===== src/hdl/lcsr_pkg.sv =====
`default_nettype none

package lcsr_pkg;

    typedef enum logic [1:0] {
        KIND_READ  = 2'd0,
        KIND_WRITE = 2'd1,
        KIND_RX    = 2'd2,
        KIND_TX    = 2'd3
    } kind_t;

    localparam logic PORT_DATA = 1'b0;
    localparam logic PORT_ADDR = 1'b1;

    localparam logic [1:0] EV_DONE  = 2'd0;
    localparam logic [1:0] EV_MISS  = 2'd1;
    localparam logic [1:0] EV_ABORT = 2'd2;

    localparam logic [1:0] CSR0 = 2'd0;
    localparam logic [1:0] CSR1 = 2'd1;
    localparam logic [1:0] CSR2 = 2'd2;
    localparam logic [1:0] CSR3 = 2'd3;

    // CSR0 bits
    localparam logic [15:0] S0_ERR  = 16'h8000;
    localparam logic [15:0] S0_BABL = 16'h4000;
    localparam logic [15:0] S0_CERR = 16'h2000;
    localparam logic [15:0] S0_MISS = 16'h1000;
    localparam logic [15:0] S0_MERR = 16'h0800;
    localparam logic [15:0] S0_RINT = 16'h0400;
    localparam logic [15:0] S0_TINT = 16'h0200;
    localparam logic [15:0] S0_IDON = 16'h0100;
    localparam logic [15:0] S0_INTR = 16'h0080;
    localparam logic [15:0] S0_INEA = 16'h0040;
    localparam logic [15:0] S0_RXON = 16'h0020;
    localparam logic [15:0] S0_TXON = 16'h0010;
    localparam logic [15:0] S0_TDMD = 16'h0008;
    localparam logic [15:0] S0_STOP = 16'h0004;
    localparam logic [15:0] S0_STRT = 16'h0002;
    localparam logic [15:0] S0_INIT = 16'h0001;

    localparam logic [15:0] S0_CMD_SET = S0_INIT | S0_STRT | S0_STOP | S0_TDMD;
    localparam logic [15:0] S0_W1C     = S0_IDON | S0_TINT | S0_RINT | S0_MERR |
                                         S0_MISS | S0_CERR | S0_BABL;
    localparam logic [15:0] S0_ERR_SRC = S0_BABL | S0_CERR | S0_MISS | S0_MERR;
    localparam logic [15:0] S0_INT_SRC = S0_BABL | S0_MISS | S0_MERR | S0_RINT |
                                         S0_TINT | S0_IDON;

    localparam logic [15:0] MODE_NO_TX = 16'h0002;
    localparam logic [15:0] MODE_NO_RX = 16'h0001;

    typedef struct packed {
        kind_t       kind;
        logic        port;
        logic [15:0] write_data;
        logic [1:0]  event_status;
    } in_word_t;

    typedef struct packed {
        logic [15:0] read_data;
        logic        irq;
        logic        start_transmit;
        logic        init_fetch;
        logic [23:0] init_address;
        logic        receiver_on;
        logic        transmitter_on;
    } out_word_t;

endpackage

`default_nettype wire


===== src/hdl/lance_control_status_registers.sv =====
// LANCE-style control/status register file.
// in channel (in_valid / in_stall / in_word): one word per bus read, bus write,
//   receive-engine event or transmit-engine event. Taken when in_valid is high
//   and in_stall is low.
// out channel (out_valid / out_stall / out_word): exactly one result word per
//   input word, in order. Taken when out_valid is high and out_stall is low.
// cfg channel (cfg_valid / cfg_ready / cfg_data): the init block mode word,
//   latched into the mode register when INIT takes effect. cfg_ready is always
//   high; write only while the block is idle.
// Each result is registered, in the skid register if the output one is stalled.
// Throughput: one word per cycle while in_stall is low; each word's register
//   update is a single read-modify-write of the CSR flops in the accepting cycle.
// When the receiver stalls, the output register holds its word and a skid
//   register takes one more; in_stall rises only once both are full.
// Reset: CSR0 reads STOP only, the pointer, CSR1..CSR3, the mode word and the
//   initialized flag clear, and both channels come up empty.
`default_nettype none

module lance_control_status_registers (
    input  wire                  clk,
    input  wire                  rst_n,
    input  wire                  in_valid,
    output logic                 in_stall,
    input  wire lcsr_pkg::in_word_t in_word,
    output logic                 out_valid,
    input  wire                  out_stall,
    output lcsr_pkg::out_word_t  out_word,
    input  wire                  cfg_valid,
    output logic                 cfg_ready,
    input  wire [15:0]           cfg_data
);

    logic [1:0]  ptr_reg, ptr_next;
    logic [15:0] csr0_reg, csr0_next;
    logic [15:0] csr1_reg, csr1_next;
    logic [7:0]  csr2_reg, csr2_next;
    logic [2:0]  csr3_reg, csr3_next;
    logic        init_done_reg, init_done_next;
    logic [15:0] mode_reg, mode_next;
    logic [15:0] mode_word_reg;

    logic                out_valid_reg, out_valid_next;
    logic                skid_valid_reg, skid_valid_next;
    lcsr_pkg::out_word_t out_word_reg, out_word_next;
    lcsr_pkg::out_word_t skid_word_reg, skid_word_next;

    lcsr_pkg::out_word_t res;
    logic                accept;
    logic                out_take;

    // CSR0 write scratch
    logic [15:0] s;
    logic [15:0] st;
    logic        stopped;
    logic        init_now;
    logic        tx_pulse;
    logic        fetch_pulse;

    assign cfg_ready = 1'b1;
    assign in_stall  = skid_valid_reg;
    assign out_valid = out_valid_reg;
    assign out_word  = out_word_reg;
    assign accept    = in_valid && !skid_valid_reg;
    assign out_take  = out_valid_reg && !out_stall;

    always_comb
    begin
        ptr_next       = ptr_reg;
        csr0_next      = csr0_reg;
        csr1_next      = csr1_reg;
        csr2_next      = csr2_reg;
        csr3_next      = csr3_reg;
        init_done_next = init_done_reg;
        mode_next      = mode_reg;
        tx_pulse       = 1'b0;
        fetch_pulse    = 1'b0;
        init_now       = 1'b0;
        stopped        = (csr0_reg & lcsr_pkg::S0_STOP) != 16'h0;
        s              = csr0_reg;
        st             = csr0_reg;
        res            = '0;

        unique case (in_word.kind)
            lcsr_pkg::KIND_READ:
            begin
                if (in_word.port == lcsr_pkg::PORT_ADDR)
                begin
                    res.read_data = {14'h0, ptr_reg};
                end
                else
                begin
                    unique case (ptr_reg)
                        lcsr_pkg::CSR0:
                        begin
                            res.read_data = csr0_reg;
                            if ((csr0_reg & lcsr_pkg::S0_ERR_SRC) != 16'h0)
                                res.read_data = csr0_reg | lcsr_pkg::S0_ERR;
                        end
                        lcsr_pkg::CSR1: res.read_data = csr1_reg;
                        lcsr_pkg::CSR2: res.read_data = {8'h0, csr2_reg};
                        lcsr_pkg::CSR3: res.read_data = {13'h0, csr3_reg};
                    endcase
                end
            end
            lcsr_pkg::KIND_WRITE:
            begin
                if (in_word.port == lcsr_pkg::PORT_ADDR)
                begin
                    ptr_next = in_word.write_data[1:0];
                end
                else
                begin
                    unique case (ptr_reg)
                        lcsr_pkg::CSR0:
                        begin
                            s = (csr0_reg & ~lcsr_pkg::S0_INEA)
                                | (in_word.write_data & lcsr_pkg::S0_INEA);
                            s = s | (in_word.write_data & lcsr_pkg::S0_CMD_SET);
                            s = s & ~(in_word.write_data & lcsr_pkg::S0_W1C);
                            s = s & ~lcsr_pkg::S0_ERR;
                            st = s;
                            init_now = ((s & lcsr_pkg::S0_INIT) != 16'h0)
                                && ((csr0_reg & lcsr_pkg::S0_INIT) == 16'h0);
                            if (((s & lcsr_pkg::S0_STOP) != 16'h0) && !stopped)
                            begin
                                st        = lcsr_pkg::S0_STOP;
                                csr3_next = 3'h0;
                            end
                            else if (((s & lcsr_pkg::S0_STRT) != 16'h0)
                                && ((csr0_reg & lcsr_pkg::S0_STRT) == 16'h0)
                                && ((csr0_reg & (lcsr_pkg::S0_STOP
                                    | lcsr_pkg::S0_INIT)) != 16'h0))
                            begin
                                st = s & ~lcsr_pkg::S0_STOP;
                                if (init_now)
                                begin
                                    mode_next      = mode_word_reg;
                                    fetch_pulse    = 1'b1;
                                    init_done_next = 1'b1;
                                end
                                // enables follow the mode word, freshly latched if INIT is new
                                if ((mode_next & lcsr_pkg::MODE_NO_TX) == 16'h0)
                                    st = st | lcsr_pkg::S0_TXON;
                                if ((mode_next & lcsr_pkg::MODE_NO_RX) == 16'h0)
                                    st = st | lcsr_pkg::S0_RXON;
                                if (init_now)
                                    st = st | lcsr_pkg::S0_IDON;
                            end
                            else if (init_now && stopped)
                            begin
                                mode_next      = mode_word_reg;
                                fetch_pulse    = 1'b1;
                                init_done_next = 1'b1;
                                csr3_next      = 3'h0;
                                st = (s | lcsr_pkg::S0_IDON) & ~(lcsr_pkg::S0_RXON
                                    | lcsr_pkg::S0_TXON | lcsr_pkg::S0_STOP);
                            end
                            tx_pulse = ((st & lcsr_pkg::S0_STRT) != 16'h0)
                                && init_done_next
                                && ((st & lcsr_pkg::S0_TDMD) != 16'h0)
                                && ((st & lcsr_pkg::S0_TXON) != 16'h0);
                            csr0_next = st & ~lcsr_pkg::S0_TDMD;
                        end
                        lcsr_pkg::CSR1:
                            if (stopped)
                                csr1_next = {in_word.write_data[15:1], 1'b0};
                        lcsr_pkg::CSR2:
                            if (stopped)
                                csr2_next = in_word.write_data[7:0];
                        lcsr_pkg::CSR3:
                            if (stopped)
                                csr3_next = in_word.write_data[2:0];
                    endcase
                end
            end
            lcsr_pkg::KIND_RX:
            begin
                if ((csr0_reg & lcsr_pkg::S0_RXON) != 16'h0)
                begin
                    unique case (in_word.event_status)
                        lcsr_pkg::EV_DONE:  csr0_next = csr0_reg | lcsr_pkg::S0_RINT;
                        lcsr_pkg::EV_MISS:  csr0_next = csr0_reg | lcsr_pkg::S0_MISS;
                        lcsr_pkg::EV_ABORT: csr0_next = csr0_reg & ~lcsr_pkg::S0_RXON;
                        default:            csr0_next = csr0_reg;
                    endcase
                end
            end
            lcsr_pkg::KIND_TX:
            begin
                if ((csr0_reg & lcsr_pkg::S0_TXON) != 16'h0)
                begin
                    unique case (in_word.event_status)
                        lcsr_pkg::EV_DONE:  csr0_next = csr0_reg | lcsr_pkg::S0_TINT;
                        lcsr_pkg::EV_ABORT: csr0_next = (csr0_reg & ~lcsr_pkg::S0_TXON)
                                                        | lcsr_pkg::S0_TINT;
                        default:            csr0_next = csr0_reg;
                    endcase
                end
            end
        endcase

        // interrupt summary
        csr0_next = csr0_next & ~lcsr_pkg::S0_INTR;
        if ((csr0_next & lcsr_pkg::S0_INT_SRC) != 16'h0)
            csr0_next = csr0_next | lcsr_pkg::S0_INTR;

        res.irq            = ((csr0_next & lcsr_pkg::S0_INTR) != 16'h0)
                             && ((csr0_next & lcsr_pkg::S0_INEA) != 16'h0);
        res.start_transmit = tx_pulse;
        res.init_fetch     = fetch_pulse;
        res.init_address   = {csr2_next, csr1_next};
        res.receiver_on    = (csr0_next & lcsr_pkg::S0_RXON) != 16'h0;
        res.transmitter_on = (csr0_next & lcsr_pkg::S0_TXON) != 16'h0;
    end

    // output register plus skid register
    always_comb
    begin
        out_valid_next  = out_valid_reg;
        skid_valid_next = skid_valid_reg;
        out_word_next   = out_word_reg;
        skid_word_next  = skid_word_reg;
        if (skid_valid_reg)
        begin
            if (out_take)
            begin
                out_word_next   = skid_word_reg;
                skid_valid_next = 1'b0;
            end
        end
        else if (accept)
        begin
            if (!out_valid_reg || out_take)
            begin
                out_word_next  = res;
                out_valid_next = 1'b1;
            end
            else
            begin
                skid_word_next  = res;
                skid_valid_next = 1'b1;
            end
        end
        else if (out_take)
        begin
            out_valid_next = 1'b0;
        end
    end

    always_ff @(posedge clk or negedge rst_n)
    begin
        if (!rst_n)
        begin
            ptr_reg        <= 2'h0;
            csr0_reg       <= lcsr_pkg::S0_STOP;
            csr1_reg       <= 16'h0;
            csr2_reg       <= 8'h0;
            csr3_reg       <= 3'h0;
            init_done_reg  <= 1'b0;
            mode_reg       <= 16'h0;
            mode_word_reg  <= 16'h0;
            out_valid_reg  <= 1'b0;
            skid_valid_reg <= 1'b0;
        end
        else
        begin
            if (accept)
            begin
                ptr_reg       <= ptr_next;
                csr0_reg      <= csr0_next;
                csr1_reg      <= csr1_next;
                csr2_reg      <= csr2_next;
                csr3_reg      <= csr3_next;
                init_done_reg <= init_done_next;
                mode_reg      <= mode_next;
            end
            if (cfg_valid && cfg_ready)
                mode_word_reg <= cfg_data;
            out_valid_reg  <= out_valid_next;
            skid_valid_reg <= skid_valid_next;
        end
    end

    always_ff @(posedge clk)
    begin
        out_word_reg  <= out_word_next;
        skid_word_reg <= skid_word_next;
    end

endmodule

`default_nettype wire


===== config.mk =====
export PLATFORM = sky130hd
export DESIGN_NAME = lance_control_status_registers
export DESIGN_NICKNAME = d
export VERILOG_FILES = /design/src/hdl/lcsr_pkg.sv /design/src/hdl/lance_control_status_registers.sv
export SDC_FILE = /design/constraint.sdc
export NUM_CORES = 1
export LEC_CHECK = 0
export ABC_CLOCK_PERIOD_IN_PS = 8700
export BUFFER_PORTS_ARGS = -buffer_cell sky130_fd_sc_hd__clkbuf_2
export CAP_MARGIN = 15
export CORE_ASPECT_RATIO = 1.2
export CORE_MARGIN = 4
export CORE_UTILIZATION = 47
export CTS_CLUSTER_DIAMETER = 40
export CTS_CLUSTER_SIZE = 10
export DETAILED_ROUTE_END_ITERATION = 12
export PLACE_DENSITY = 0.66
export SLEW_MARGIN = 10
export SYNTH_ARGS = -nofsm -noshare
export SYNTH_HDL_FRONTEND = slang
export SYNTH_SLANG_ARGS = --single-unit

===== constraint.sdc =====
create_clock -name clk -period 8.7 [get_ports clk]
set_input_delay 2.175 -clock clk [delete_from_list [all_inputs] [get_ports clk]]
set_output_delay 2.175 -clock clk [all_outputs]
set_load 0.01 [all_outputs]

# Yosys cells after proc, flatten, opt, wreduce, memory -nomap -nowiden
# Index checks and enable logic that the tools add are counted.
[classes] addsub=0 mul=0 div_mod_pow=0 magnitude_cmp=0 n_eq_ne=13 shifts=0 n_mux=70 bitwise=8 n_reduce_logical=38
[op_table] operator="two-way mux 16 bit" n=12
[op_table] operator="two-way mux 45 bit" n=4
[op_table] operator="zero test 16 bit" n=4
[op_table] operator="one-hot mux 16 bit (4 select lines)" n=1
[op_table] operator="one-hot mux 16 bit (3 select lines)" n=1
[op_table] operator="nonzero test 16 bit" n=3
[op_table] operator="two-way mux 8 bit" n=5
[op_table] operator="one-hot mux 13 bit (3 select lines)" n=1
[op_table] operator="two-way mux 9 bit" n=3
[op_table] operator="two-way mux 1 bit" n=24
[op_table] operator="one-hot mux 10 bit (2 select lines)" n=1
[op_table] operator="two-way mux 2 bit" n=8
[op_table] operator="AND 15 bit" n=1
[op_table] operator="two-way mux 15 bit" n=1
[op_table] operator="NOT 15 bit" n=1
[op_table] operator="bitwise OR 15 x 4 -> 15 bit" n=1
[op_table] operator="bitwise OR 15 x 7 -> 15 bit" n=1
[op_table] operator="two-way mux 13 bit" n=1
[op_table] operator="two-way mux 3 bit" n=4
[op_table] operator="AND reduction 3 bit" n=4
[op_table] operator="logical AND 1 bit" n=11
[op_table] operator="equality test 2 bit (second input constant)" n=5
[op_table] operator="two-way mux 10 bit" n=1
[op_table] operator="nonzero test 2 bit" n=5
[op_table] operator="14 further kinds" n=26
[word_totals] regBits=142 latchBits=0 mem_bits_rw=0 rom_bits=0 in_bits=42 memories=0

# Logic depth before layout (Yosys ltp)
# Gate-level depths: netlist of the first run.
[depth] word_depth=28 depth_mapped=8 mapped_depth_nobuf=5

# Least setup slack after synthesis of the first run
# Ideal clock, no wire load.
[synth_path] path_kind="input to register" start="in in_valid" end="reg out_word_reg, in the netlist out_word[0] (enable)" setup_time_ns=0.462 arrival_time_ns=4.980 required_ns=8.238 slack_ns=3.257 path_stages=4 n_path_buf=1 cell_sequence="nor2b_1 clkbuf_1 a21oi_1 a21oi_1"
[synth_via] elab_chain_cells=3
[synth_lines] item="start, declared" line="lance_control_status_registers.sv:22" rtl="input wire in_valid,"
[synth_lines] item="logical AND 1 bit" line="lance_control_status_registers.sv:63" rtl="assign accept = in_valid && !skid_valid_reg;"
[synth_lines] item="nonzero test 2 bit (no line)"
[synth_lines] item="AND reduction 3 bit (no line)"
[synth_lines] item="end signal, assigned" line="lance_control_status_registers.sv:286" rtl="out_word_reg <= out_word_next;"
[synth_lines] item="end, declared" line="lance_control_status_registers.sv:44" rtl="lcsr_pkg::out_word_t out_word_reg, out_word_next;"
# Every way passes these cells.
# A chain may end at the register's enable or synchronous reset.

==> summary.md, run 1 <==
| Metric | Value |
|---|---|
| Post-DRT Antenna Nets | 0 |
| Global-route wire length before repair | between 20 and 25 mm |
| Layout area overhead | 18.6% |
| Hold WC Path Type | register to register |
| Vias post-DR | 3964 |
| Hold-fix buffers, CTS | 0 |
| Fin nets | 575 |
| CTS clk-pin slew, worst paths | ~0.06 ns |
| Unrepaired setup endpoints after global routing | false |
| Grt ovf | 0 |
| Hpwl dp | between 8 and 9 mm |
| TritonCTS clock tree | built |
| Crit path DAT | 4.21 ns |
| Yosys cell types | 60 |
| Required @ worst endpoint | a little under 9 ns |
| TNS Setup | 0 ns |
| Largest net degree at the start of global routing | 51 |
| Wire length per cell | 18.7 um |
| Post-synth EDFFs | 90 |
| Starting Density | between 40% and 50% |
| Final hold vios | 0 |
| Yosys reg bits | 140 |
| Tmin final | 4.08 ns |
| Iter 0 DRT Violations | 235 |
| Slew HR | 28.9% |
| DRC viols | 0 |
| Post-synth net total | about 500 |
| Seq/Total Area, Yosys | 61.8% |
| Drt first pass iters | 4 |
| CTS buffer count | 17 |
| Pre-CTS setup slack | around 4.3 ns |
| Main synth FF type | edfxtp_1 |
| Ports | 90 |
| Tcrit/Tclk final | between 40% and 50% |
| Placed insts | 682 |
| Top Family by Delay on Critical Path | simple AND/OR/NAND/NOR gates |
| CP endpoint kind | register |
| Clk sinks | 140 |
| Clk_lat worst skew | around 0.41 ns |
| Max IR drop VDD | 0.186 mV |
| Vias per cell | 5.55 |
| Final Max Slew Viols | 0 |
| Outcome | completed |
| Number of global-route vias before repair | approximately 4000 |
| Buffers & Inverters on Critical Path | 1 |
| Crit Path Max Fanout | 12 |
| CP Launch Type | input port |
| Worst Max-Slew Pin Slew | 1.07 ns |
| Fraction of layout cells with a size suffix above 1 | between 30% and 40% |
| Antenna violations before repair | 0 |
| Skew final | 0.00801 ns |
| Chip Width | 114 um |
| Yosys warnings | 0 |
| Max frequency | 245 MHz |
| Port Buf Inserts | 74 |
| Die area | 0.0155 mm2 |
| Critical path type | input port to register |
| Cell Chain, Critical Path | clkbuf_2 -> nor2b_1 -> o32ai_1 -> nor4_1 -> and4_1 -> a21boi_1 |
| Final Wtd Congestion | 0.871 |
| Post-cts sizing count | 0 |
| N_diodes | 0 |
| Root buffer cell | clkbuf_16 |
| Post-CTS Repair Setup Buffers | 0 |
| Total power | 2.70 mW |
| Crit path largest cell delay | 0.85 ns |
| Final setup viols | 0 |
| Core area | 0.0133 mm2 |
| Cells after Synth | around 460 |
| H-Tree Level Count | 4 |
| Clk buf depth | 2 |
| Max-cap viol count | 0 |
| Post-Syn Area | 0.00639 mm2 |
| GRT Util Overall | 17.7% |
| Slowest cell on crit path | nor2b_1 |
| Most frequent cells in the layout | edfxtp_1, mux2_2, clkbuf_2, dfrtp_1, nand2_1 |
| Non-Filler Instances | 714 |
| Die height | between 100 and 150 um |
| Final Core Density | 57.0% |
| PnR worst setup slack | 4.62 ns |
| FILL cells | about 1100 |
| Final WL | 13.3 mm |
| Row Count | 46 |
| Most common cell after layout, fill and taps aside | edfxtp_1 |
| Ys async rst share | 35.7% |
| Avg Inst Size Synth | 14.0 um2 |
| Leak | 3.14 nW |
| PwrDens | between 300 and 400 mW/mm2 |
[worst paths after layout]
| path | startpoint | endpoint | slack, ns | cells past startpoint |
|---|---|---|---|---|
| max reg2reg | in_stall | csr3_reg[2] | 5.85 | 6 |
| max | in_word[4] | out_word[28] | 4.62 | 6 |
| min | init_done_reg | init_done_reg | 0.47 | 1 |
| min reg2reg | init_done_reg | init_done_reg | 0.47 | 1 |
| max in group asynchronous | rst_n | mode_reg[1] | 6.35 | 2 |
| min in group asynchronous | rst_n | csr1_reg[14] | 1.87 | 2 |
[power by group]
group	leakage (nW)	internal (mW)	switching, mW
sequential	1.51	0.984	0.110
combinational	1.30	0.340	0.442
clock	0.332	0.549	0.281
total	3.14	1.87	0.833
[final cells by class]
class	instances	area, um2	area share (%)
multi-input combinational	289	2300	30.4
clock inverter	13	238	3.14
inverter	5	18.8	0.248
clock buffer	19	443	5.84
timing repair buffer	80	415	5.48
tap	168	210	2.77
sequential	140	3960	52.2
[worst reg2reg max path, cell delays in order, from the launching register on]
cell       delay [ns]
dfrtp_1          0.37
buf_4            0.23
inv_2            0.62
nand2_1          0.43
a2111oi_0        0.48
o21ai_1          0.23
mux2_1           0.37
[per-layer routing]
metal | share of wire [%] | global-route usage [%] | vias up
met3 | 4.7 | 3.57 | 21
li1 | - | - | 1879
met5 | 0 | 0 | -
met1 | 45 | 24.2 | 1967
met2 | 49 | 28.1 | 97
met4 | 1.7 | 6.73 | 0
[Yosys cell counts, drive strengths merged, types with 4 or more instances]
cell | number | area (um2)
mux2 | 87 | 1020
a21boi | 4 | 30.0
buf | 12 | 90.1
clkbuf | 11 | 41.3
nand2b | 9 | 63.8
inv | 5 | 18.8
mux2i | 14 | 140
nor2b | 6 | 37.5
nand2 | 36 | 154
edfxtp | 90 | 2700
o21a | 7 | 52.6
and3 | 5 | 31.3
dfrtp | 49 | 1230
o31ai | 13 | 97.6
o211ai | 5 | 42.5
a21oi | 22 | 110
nor2 | 30 | 120
o21ai | 15 | 78.8
[cell families (layout without fill, tap and decap cells)]
logic type | after synthesis | in the layout | share of synthesized area [%]
multiplexers | 102 | 102 | 18.5
flip-flops | 140 | 140 | 61.8
AND/OR/NAND/NOR | 108 | 108 | 9.10
other | 1 | 1 | 0.0586
buffers and inverters | 28 | 117 | 2.35
AO/OA/AOI/OAI | 78 | 78 | 8.20
[metrics by stage]
step	instance area, um2	hold WS [ns]
2_1_floorplan	6390	0.440
3_3_place_gp	6900	0.457
3_5_place_dp	6900	0.456
4_1_cts	7580	0.472
5_1_grt	7580	0.505
6_report	7580	0.474
Note: power is estimated with default switching activity, not from simulation.
==> run 2, diff against run 1 <==
--- a/config.mk
+++ b/config.mk
@@ -5,7 +5,7 @@
 export SDC_FILE = /design/constraint.sdc
 export NUM_CORES = 1
 export LEC_CHECK = 0
-export ABC_CLOCK_PERIOD_IN_PS = 8700
+export ABC_CLOCK_PERIOD_IN_PS = 3400
 export BUFFER_PORTS_ARGS = -buffer_cell sky130_fd_sc_hd__clkbuf_2
 export CAP_MARGIN = 15
 export CORE_ASPECT_RATIO = 1.2
@@ -14,7 +14,7 @@
 export CTS_CLUSTER_DIAMETER = 40
 export CTS_CLUSTER_SIZE = 10
 export DETAILED_ROUTE_END_ITERATION = 12
-export PLACE_DENSITY = 0.66
+export PLACE_DENSITY = 0.69
 export SLEW_MARGIN = 10
 export SYNTH_ARGS = -nofsm -noshare
 export SYNTH_HDL_FRONTEND = slang
==> constraint.sdc (replaced) <==
create_clock -name clk -period 3.4 [get_ports clk]
set_input_delay 0.85 -clock clk [delete_from_list [all_inputs] [get_ports clk]]
set_output_delay 0.85 -clock clk [all_outputs]
set_load 0.01 [all_outputs]
==> summary.md, run 2 (synthesized netlist as in run 1, its figures left out) <==
| Metric | Value |
|---|---|
| Final hold vios | 0 |
| Wl on met1 | 6.01 mm |
| Global-route wire length before repair | 21.5 mm |
| CP endpoint kind | output port |
| Tcrit/Tclk final | 73.2% |
| Max frequency | 402 MHz |
| Skew final | 0.00912 ns |
| Leak | roughly 3.2 nW |
| Fraction of layout cells with a size suffix above 1 | 39.0% |
| Most common cell after layout, fill and taps aside | edfxtp_1 |
| Ports | 90 |
| Post-cts sizing count | 0 |
| Hold WC Path Type | input port to async pin |
| Number of global-route vias before repair | between 4000 and 5000 |
| Port Buf Inserts | 74 |
| Row Count | 46 |
| Wire length per cell | 18.3 um |
| Fin nets | 578 |
| DRC viols | 0 |
| Final WL | 13.2 mm |
| Drt first pass iters | 6 |
| Clk_lat worst skew | approximately 0.4 ns |
| Starting Density | 48.1% |
| Slew HR | 37.5% |
| Crit path largest cell delay | 0.96 ns |
| Outcome | completed |
| DR WL met2 | 6.35 mm |
| Antenna violations before repair | 0 |
| Grt ovf | 0 |
| Top Family by Delay on Critical Path | flip-flops |
| Required @ worst endpoint | 2.55 ns |
| TNS Setup | 0 ns |
| Chip Width | about 110 um |
| Unrepaired setup endpoints after global routing | false |
| FILL cells | 1052 |
| CTS buffer count | 17 |
| Die area | 0.0155 mm2 |
| Multi-input logic area | between 0.002 and 0.0025 mm2 |
| Vias post-DR | 3941 |
| Iter 0 DRT Violations | 169 |
| Top sig layer | met4 |
| H-Tree Level Count | 4 |
| Clk buf depth | 2 |
| Most frequent cells in the layout | edfxtp_1, mux2_2, clkbuf_2, dfrtp_1, nand2_1 |
| Max-cap viol count | 0 |
| GRT Util Overall | between 10% and 20% |
| N_diodes | 0 |
| Hpwl dp | ~8.9 mm |
| Slowest cell on crit path | dfrtp_1 |
| Final Max Slew Viols | 0 |
| Clk sinks | 140 |
| Hold-fix buffers, CTS | 0 |
| CTS clk-pin slew, worst paths | ~0.06 ns |
| Largest net degree at the start of global routing | between 40 and 50 |
| Max IR drop VDD | 0.460 mV |
| Final Core Density | 57.5% |
| Core area | roughly 0.013 mm2 |
| Layout area overhead | 19.5% |
| CP Launch Type | register |
| Vias per cell | 5.50 |
| Crit Path Max Fanout | 34 |
| Die height | 136 um |
| Final setup viols | 0 |
| Post-CTS Repair Setup Buffers | 0 |
| Critical path type | register to output port |
| Cell Chain, Critical Path | clkbuf_2 |
| Final Wtd Congestion | 0.886 |
| Routed wire length on met3 | about 640 um |
| TritonCTS clock tree | built |
| Crit path DAT | approximately 1.6 ns |
| PwrDens | 914 mW/mm2 |
| Root buffer cell | clkbuf_16 |
| Buffers & Inverters on Critical Path | 1 |
| Seq. cell area | 0.00396 mm2 |
| Tmin final | 2.49 ns |
| Total power | 6.99 mW |
| Worst Max-Slew Pin Slew | 0.937 ns |
| Post-DRT Antenna Nets | 0 |
## run 2: cell types whose count changed in the layout (fill, tap and decap cells not counted), sizes merged
cell      previous run  this run
buf                  6         9
clkinvlp             0         3
clkbuf              93        92
inv                  7         8
clkinv               5         1
bufinv               6         7
## run 2: path summary, 6_finish.rpt
kind                       cells after the start  slack (ns)           from       endpoint
max                                            1        0.91       in_stall       in_stall
min                                            1        0.43          rst_n   csr0_reg[14]
max reg2reg                                    5        0.98     ptr_reg[1]   out_word[28]
min reg2reg                                    1        0.48  init_done_reg  init_done_reg
max in group asynchronous                      2        2.12          rst_n    csr0_reg[2]
min in group clk                               1        0.48  init_done_reg  init_done_reg
## run 2: routing by layer
layer | global-route usage (%) | up-vias
li1 | - | 1887
met1 | 24.0 | 1958
met2 | 28.2 | 84
met3 | 4.20 | 12
met4 | 5.61 | 0
met5 | 0 | -
## run 2: power breakdown
part | internal (mW) | leakage, nW | switching (mW)
Clock | 1.46 | 0.325 | 0.713
Combinational | 0.898 | 1.32 | 1.03
Sequential | 2.51 | 1.51 | 0.378
## run 2: metrics by stage
step | hold WS [ns] | area, um2 | std cells | worst slack (ns)
detailed placement | 0.465 | 6950 | 685 | 0.763
global placement | 0.457 | 6950 | 685 | 0.754
finish | 0.432 | 7640 | 717 | 0.911
global route | 0.467 | 7640 | 717 | 0.746
CTS | 0.433 | 7640 | 717 | 0.875
floorplan | 0.440 | 6400 | 457 | 0.283
## run 2: layout make-up
| type | count | area share (%) |
|---|---|---|
| flip-flops and latches | 140 | 51.8 |
| multi-input cells | 289 | 30.1 |
| repair buffers | 83 | 6.06 |
| clock buffers | 18 | 5.62 |
| clock inverters | 14 | 3.44 |
| well taps | 168 | 2.75 |
| inverters | 5 | 0.246 |
